===== src/design/fbfl_pkg.sv =====
`timescale 1ns / 1ps
// Shared types and constants for the fixed block free list allocator.
// No dependencies; every other design file but fbfl_link_mem imports this package.
package fbfl_pkg;

    localparam int SHIFT_W  = 5;
    localparam int OFFSET_W = 26;
    localparam int INDEX_W  = 10;
    localparam int STATUS_W = 2;

    localparam logic [SHIFT_W-1:0] SHIFT_RESET = 5'd10;

    localparam logic MODE_ALLOC = 1'b0;
    localparam logic MODE_FREE  = 1'b1;

    typedef enum logic [STATUS_W-1:0] {
        STATUS_OK    = 2'd0,
        STATUS_EMPTY = 2'd1,
        STATUS_RANGE = 2'd2
    } status_t;

    typedef struct packed {
        logic [OFFSET_W-1:0] free_idx;
        logic                free_out_of_range;
        logic [OFFSET_W-1:0] alloc_offset;
    } conv_t;

endpackage


===== src/design/fbfl_offset_conv.sv =====
`timescale 1ns / 1ps
// Offset and index conversion by the block size exponent.
// Depends on fbfl_pkg for field widths and the conversion result struct.
module fbfl_offset_conv #(
    parameter int NUM_BLOCKS = 1024,
    parameter int LINK_W     = 11
) (
    input  logic [fbfl_pkg::SHIFT_W-1:0]  block_shift,
    input  logic [fbfl_pkg::OFFSET_W-1:0] block_offset,
    input  logic [LINK_W-1:0]             head,
    output fbfl_pkg::conv_t               conv
);

    import fbfl_pkg::*;

    localparam logic [OFFSET_W-1:0] NUM_BLOCKS_OFS = OFFSET_W'(NUM_BLOCKS);

    logic [OFFSET_W-1:0] free_idx;

    always_comb
    begin
        free_idx                = block_offset >> block_shift;
        conv.free_idx           = free_idx;
        conv.free_out_of_range  = (free_idx >= NUM_BLOCKS_OFS);
        conv.alloc_offset       = OFFSET_W'(head) << block_shift;
    end

endmodule


===== config.mk =====
export PLATFORM = sky130hd
export DESIGN_NAME = fbfl_offset_conv
export DESIGN_NICKNAME = d
export VERILOG_FILES = /design/src/design/fbfl_pkg.sv /design/src/design/fbfl_offset_conv.sv
export SDC_FILE = /design/constraint.sdc
export NUM_CORES = 1
export LEC_CHECK = 0
export BUFFER_PORTS_ARGS = -buffer_cell sky130_fd_sc_hd__buf_2
export CELL_PAD_IN_SITES_DETAIL_PLACEMENT = 0
export CELL_PAD_IN_SITES_GLOBAL_PLACEMENT = 1
export CORE_UTILIZATION = 35
export DETAILED_ROUTE_END_ITERATION = 10
export PLACE_DENSITY_LB_ADDON = 0.1
export SLEW_MARGIN = 10
export SYNTH_ARGS = -nofsm -noshare
export SYNTH_HDL_FRONTEND = slang
export SYNTH_SLANG_ARGS = --single-unit
export TNS_END_PERCENT = 1

===== constraint.sdc =====
create_clock -name vclk -period 2.74
set_clock_uncertainty 0.05 [all_clocks]
set_input_delay 0.548 -clock vclk [all_inputs]
set_output_delay 0.548 -clock vclk [all_outputs]
set_load 0.02 [all_outputs]

# Word level (Yosys, flattened, before mapping)
# Index checks and enable logic that the tools add are counted.
# op_classes
shifts	2
order_cmp	1
# op_table
operator	n
>= comparator 26 x 11 -> 1 bit, second input constant	1
left shift 11 x 5 -> 26 bit	1
right shift 26 x 5 -> 26 bit	1
# word_totals
out_inout_bits	53
wordCells	3
reg_bits	0

# Longest topological paths before layout
# Gate-level depths: netlist of the first run.
# depth
word_depth	2
mapped_depth	10
ltp_nobuf	6

# Least setup slack after synthesis of the first run
# Ideal clock, no wire load.
# synth_path
path_kind	input port to output port
from	input block_shift[1] in the netlist's numbering
to	output conv[24] in the netlist's numbering
n_path_buf	5
setup_slack_ns	-0.023
required_ns	2.142
stages	10
arrival_time_ns	2.165
path_cell_list	buf_6 buf_12 buf_6 buf_6 buf_2 nor3_1 nand2_1 nand2_1 o21ai_0 o21ai_0
# synth_lines
item	line	source
start, declared	fbfl_offset_conv.sv:8	input logic [fbfl_pkg::SHIFT_W-1:0] block_shift,
end, declared	fbfl_offset_conv.sv:11	output fbfl_pkg::conv_t conv

==> impl_results.md, run 1 <==
- Tmin final: 2870 ps
- Critical path arrival: 2270 ps
- Boundary Pins: 95
- Pint: 382 uW
- Initial Util: 0.370
- Cells after Synth: 311
- Max-cap violations: 0
- First-pass GRT wire length: 13600 um
- Chip Height: 81.8 um
- Register Area: 0 um2
- Share of layout cells above drive strength 1: 0.539
- Final setup margin: -131 ps
- DR pass1 iterations: 5
- DR iter-0 viols: approximately 170
- Yosys top cell area share: 0.182
- Max Freq: 0.348 GHz
- Combinational share of power: 1.000
- Diode count: 0
- Clock network power share: 0
- Via density: 5.62
- Crit Path Class: input pin to output port
- Core area: 6030 um2
- Vias in the first global route: 2610
- Dpl ws: -205 ps
- P_leak: 1.64 nW
- Congestion Overflow GR: 0
- Failing checks: setup timing
- Post-synthesis sequential area ratio: 0
- PD cells: between 200 and 250 nW/um2
- Layout clock buffer count: 0
- Placer Congestion: 0.892
- GRT Util Overall: 0.264
- Hold buffers post-CTS: 0
- Wirelength, routed: 9000 um
- Setup violators final: 9
- Status: finished with violations
- Post-Syn Nets: 353
- Via count: 2968
- Worst Setup Start Kind: input pin
- Netlist Area Pre-Place: 2230 um2
- Slew Limit Fails: 0
- # DRC: 0
- Maximum vdd ir drop: 0.000104 V
- Synth Area per Inst: 7.17 um2
- Inst Count DP: 524
- Leading area contributor after synthesis: mux4_2
- Port Buf Inserts: 95
- Hold Path Class: input pin to output port
- Relative max-transition margin: 0.729
- Post-DP HPWL: 7160 um
- Final hold violation count: 0
- P_sw: ~420 uW
- Syn. warnings: 0
- Nature of the critical path endpoint: output port
- Critical path required time: ~2100 ps
- Antenna violations before repair: 0
- RSZ-0062 raised after global routing: true
- Fin cells: approximately 530
- Netlist cell types: 48
- Crit Path Max Fanout: 15
- Rows: 28
- Pin count of the biggest net entering global routing: 33
- Worst-margin pin slew: 406 ps
- Sequential Power Share: 0
- Area grow syn2layout: 56.1%
- Post-route ant nets: 0
- Routed WL per cell: roughly 17 um
- Fin nets: 497
- Die Area: ~6700 um2
- Die width: about 80 um
- Top cells by area, synth: mux4_2 18%, mux2i_1 13%, mux2_2 9.6%, nand2_1 7.6%, nor2_1 7.4%
- Seq cells: 0
- Switching share of power: 0.525
- Fin crit share: 1.05
-- logic make-up (layout without fill, tap and decap cells) --
group           after synthesis  count (layout)  synth area share
buf+inv                      36             178            0.0903
mux                          71              71             0.443
simple gates                121             121             0.235
compound gates               83              83             0.232
-- synthesized netlist by cell type (all sizes together) (4+ instances only) --
cell      n
nand2    45
nor2     44
a21oi    31
mux2i    31
mux2     22
mux4     18
o21ai    18
buf      16
clkbuf   14
o22ai    11
nor3     10
inv       6
nor2b     6
a211oi    4
a2bb2oi   4
-- worst max-delay path, cell delays in order --
cell      delay, ps
buf_8           110
buf_12          140
buf_12          150
mux2i_2         160
buf_4           150
mux2_2          290
mux2_2          300
nand3_1         100
a21oi_1          70
o211ai_1         90
buf_4           170
-- metrics by stage --
| stage | total power, mW | instance area, um2 | hold slack [ps] | TNS, ps | utilization |
|---|---|---|---|---|---|
| after floorplan | 0.430 | 2230 | 1220 | -16.4 | - |
| after global placement | 0.722 | 3220 | 1480 | -2950 | 0.534 |
| after detailed placement | 0.722 | 3220 | 1480 | -3180 | 0.534 |
| after CTS | 0.756 | 3350 | 1470 | -258 | 0.555 |
| after global routing | 0.860 | 3480 | 1500 | -1470 | 0.577 |
| final | 0.804 | 3480 | 1490 | -477 | 0.577 |
-- power groups by stage --
stage	clock (mW)	sequential (mW)	combinational [mW]
final	0	0	0.804
after global routing	0	0	0.860
after CTS	0	0	0.756
after global placement	0	0	0.722
after detailed placement	0	0	0.722
after floorplan	0	0	0.430
-- cell type report --
class              instances  area (um2)
fillers                  605        2550
inverters                  6        22.5
multi-input cells        275        2170
well taps                 75        93.8
repair buffers           172        1200
-- per-layer routing --
metal,vias up,track usage,wire [um],share of wire
li1,1451,-,-,-
met1,1398,0.411,4410,0.49
met2,111,0.400,3990,0.44
met4,0,0.0228,51,0.0057
met5,-,0,0,0
met3,8,0.0256,559,0.062
-- worst paths after layout --
kind	slack, ps	start	to	depth (start not counted)
max	-130	block_shift[1]	conv[26]	11
min	1490	block_shift[3]	conv[31]	3
-- what timing repair did --
action | CTS | global route
endpoints found under the hold margin | 0 | 0
cloned | 1 | 0
buffers inserted | 1 | 2
setup endpoints to repair | 32 | 35
pin swaps | 3 | 6
gates resized for setup | 28 | 34
-- placed cells by master (no fill, tap or decap), types with 7 or more instances in the layout --
master and n:
buf_2 83, buf_4 77, nand2_1 45, nor2_1 44
a21oi_1 27, mux2i_1 18, mux4_2 18, mux2_2 14
o21ai_0 11, mux2i_2 10, nor3_1 10, o22ai_1 10
mux2_4 7
(Power assumes the default switching activity.)
==> run 2: changes to the inputs <==
Settings changed: BUFFER_PORTS_ARGS -buffer_cell sky130_fd_sc_hd__buf_2 to -buffer_cell sky130_fd_sc_hd__clkbuf_2, CELL_PAD_IN_SITES_DETAIL_PLACEMENT 0 to 1.
==> run 2 against run 1 <==
The run still ends with setup timing left. Global-route usage up 7.0 points. Non-clock buffer count up 10. Largest power group unchanged. Die area unchanged.
==> impl_results.md, run 2 (same netlist as run 1, synthesis figures left out) <==
- Final hold violation count: 0 (unchanged)
- First-pass GRT wire length: 16800 um (was 13600 um)
- Register Area: 0 um2 (unchanged)
- P_leak: 1.72 nW (was 1.64 nW)
- Critical path arrival: 2290 ps (was 2270 ps)
- Antenna violations before repair: 0 (unchanged)
- Max stage delay on crit path: 490 ps (was 300 ps)
- DR pass1 iterations: 4 (was 5)
- Post-route ant nets: 0 (unchanged)
- Diode count: 0 (unchanged)
- Max Freq: 0.347 GHz (was 0.348 GHz)
- Critical path required time: 2140 ps (about the same)
- Inst Count DP: 528 (was 524)
- Commonest non-fill, non-tap cells in the layout: 85 x buf_4, 70 x clkbuf_2, 44 x nand2_1 (was 83 x buf_2, 77 x buf_4, 45 x nand2_1)
- Crit-path slowest cell: mux4_2 (was mux2_2)
- Status: finished with violations (unchanged)
- Slew Limit Fails: 0 (unchanged)
- Port Buf Inserts: 95 (unchanged)
- RSZ-0062 raised after global routing: true (unchanged)
- Worst-margin pin slew: 460 ps (was 406 ps)
- Worst path cell trace: clkbuf_16 -> buf_16 -> mux2i_1 -> mux2_4 -> mux4_2 -> a21oi_2 -> nor4_2 -> o211ai_1 -> buf_4 (was buf_8 -> buf_12 -> buf_12 -> mux2i_2 -> buf_4 -> mux2_2 -> mux2_2 -> nand3_1 -> a21oi_1 -> o211ai_1 -> buf_4)
- Hold Path Class: input pin to output port (unchanged)
- Crit. Startpoint: block_shift[1] (unchanged)
- Core area: 6030 um2 (unchanged)
- Crit Path Max Fanout: 7 (was 15)
- GRT met2 Usage: 0.565 (was 0.400)
- Crit Path Class: input pin to output port (unchanged)
- Via density: 6.07 (was 5.62)
- Fin crit share: 1.05 (about the same)
- Boundary Pins: 95 (unchanged)
- Fin nets: 507 (was 497)
- DR iter-0 viols: 288 (was 171)
- PD cells: 240 nW/um2 (was 231 nW/um2)
- Share of layout cells above drive strength 1: 0.564 (was 0.539)
- Fin cells: 538 (was 528)
- Worst Hold Launch: head[0] (was block_shift[3])
- Initial Util: 0.370 (unchanged)
- Via count: 3265 (was 2968)
- Grt met1 use: 0.474 (was 0.411)
- Worst Hold End: conv[0] (was conv[31])
- Congestion Overflow GR: 0 (unchanged)
- Commonest non-fill, non-tap cell in the layout: buf_4 (was buf_2)
- Dpl ws: -226 ps (was -205 ps)
- Final setup margin: -143 ps (was -131 ps)
- # DRC: 0 (unchanged)
- Worst Setup Start Kind: input pin (unchanged)
- Vias in the first global route: 3067 (was 2610)
- Seq cells: 0 (unchanged)
- Chip Height: 81.8 um (unchanged)
- GRT Util Overall: 0.334 (was 0.264)
- Maximum vdd ir drop: 0.000137 V (was 0.000104 V)
- Rows: 28 (unchanged)
- Layout clock buffer count: 0 (unchanged)
- Failing checks: setup timing (unchanged)
- Wirelength, routed: 11800 um (was 9000 um)
- Die Area: 6690 um2 (unchanged)
- Layer with the highest usage: met2 (was met1)
- Pin count of the biggest net entering global routing: 33 (unchanged)
- Tmin final: 2880 ps (was 2870 ps)
- Filler cell count: 763 (was 605)
- Die width: 81.8 um (unchanged)
- Hold path depth: 4 (was 3)
- Routed WL per cell: 21.8 um (was 17.1 um)
- Multi-input logic area: 2200 um2 (was 2170 um2)
- Met3 Use GR: 0.0211 (was 0.0256)
- Max-cap violations: 0 (unchanged)
- Area grow syn2layout: 64.0% (was 56.1%)
- Post-DP HPWL: 8370 um (was 7160 um)
- Nature of the critical path endpoint: output port (unchanged)
- Design Power: 878 uW (was 804 uW)
- Setup violators final: 20 (was 9)
- Placer Congestion: 0.905 (was 0.892)
- Relative max-transition margin: 0.690 (was 0.729)
==> run 2: cell count changes in the layout (fill, tap and decap cells not counted), sizes merged <==
| cell | previous run | this run |
|---|---|---|
| clkbuf | 0 | 76 |
| buf | 172 | 106 |
==> run 2: how the worst max path moves through the flow <==
stage | endpoint | slack (ps) | cells after the start
CTS | conv[26] | -160 | 8
floorplan | conv[26] | -20 | 8
detailed placement | conv[26] | -230 | 9
finish | conv[26] | -140 | 9
global route | conv[26] | -210 | 10
global placement | conv[26] | -160 | 9
==> run 2: metal layers <==
metal / vias to the layer above / wire [um]
li1: 1475 / -
met1: 1608 / 5180
met2: 157 / 5660
met3: 25 / 701
met4: 0 / 204
met5: - / 0
==> run 2: worst max-delay path: cells and delay by family <==
family          cells  cell delay [ps]
compound gates      2              270
buf+inv             3              440
mux                 3              950
simple gates        1               60
==> run 2: cell type report <==
cell class | instances | share of cell area
tap | 75 | 0.0257
timing repair buffer | 182 | 0.366
multi-input combinational | 275 | 0.602
inverter | 6 | 0.00616
==> run 2: what timing repair did <==
| item | CTS | global route |
|---|---|---|
| gates resized for setup | 51 | 52 |
| gates cloned | 1 | 1 |
| setup buffers | 0 | 8 |
| pin swaps | 8 | 8 |
| endpoints found under the setup margin | 35 | 40 |
| hold buffers | 0 | 0 |
==> run 2: stage by stage <==
step / utilization / area (um2) / setup TNS (ps) / hold WS, ps
final: 0.607 / 3660 / -1290 / 1490
after global routing: 0.607 / 3660 / -3330 / 1530
after floorplan: - / 2230 / -16.4 / 1220
after CTS: 0.574 / 3460 / -1020 / 1490
after detailed placement: 0.541 / 3260 / -3330 / 1480
after global placement: 0.541 / 3260 / -2120 / 1480
==> run 2: power by group <==
| part | total (mW) | switching (mW) | internal [mW] |
|---|---|---|---|
| sequential | 0 | 0 | 0 |
| clock | 0 | 0 | 0 |
| combinational | 0.878 | 0.467 | 0.412 |
| total | 0.878 | 0.467 | 0.412 |
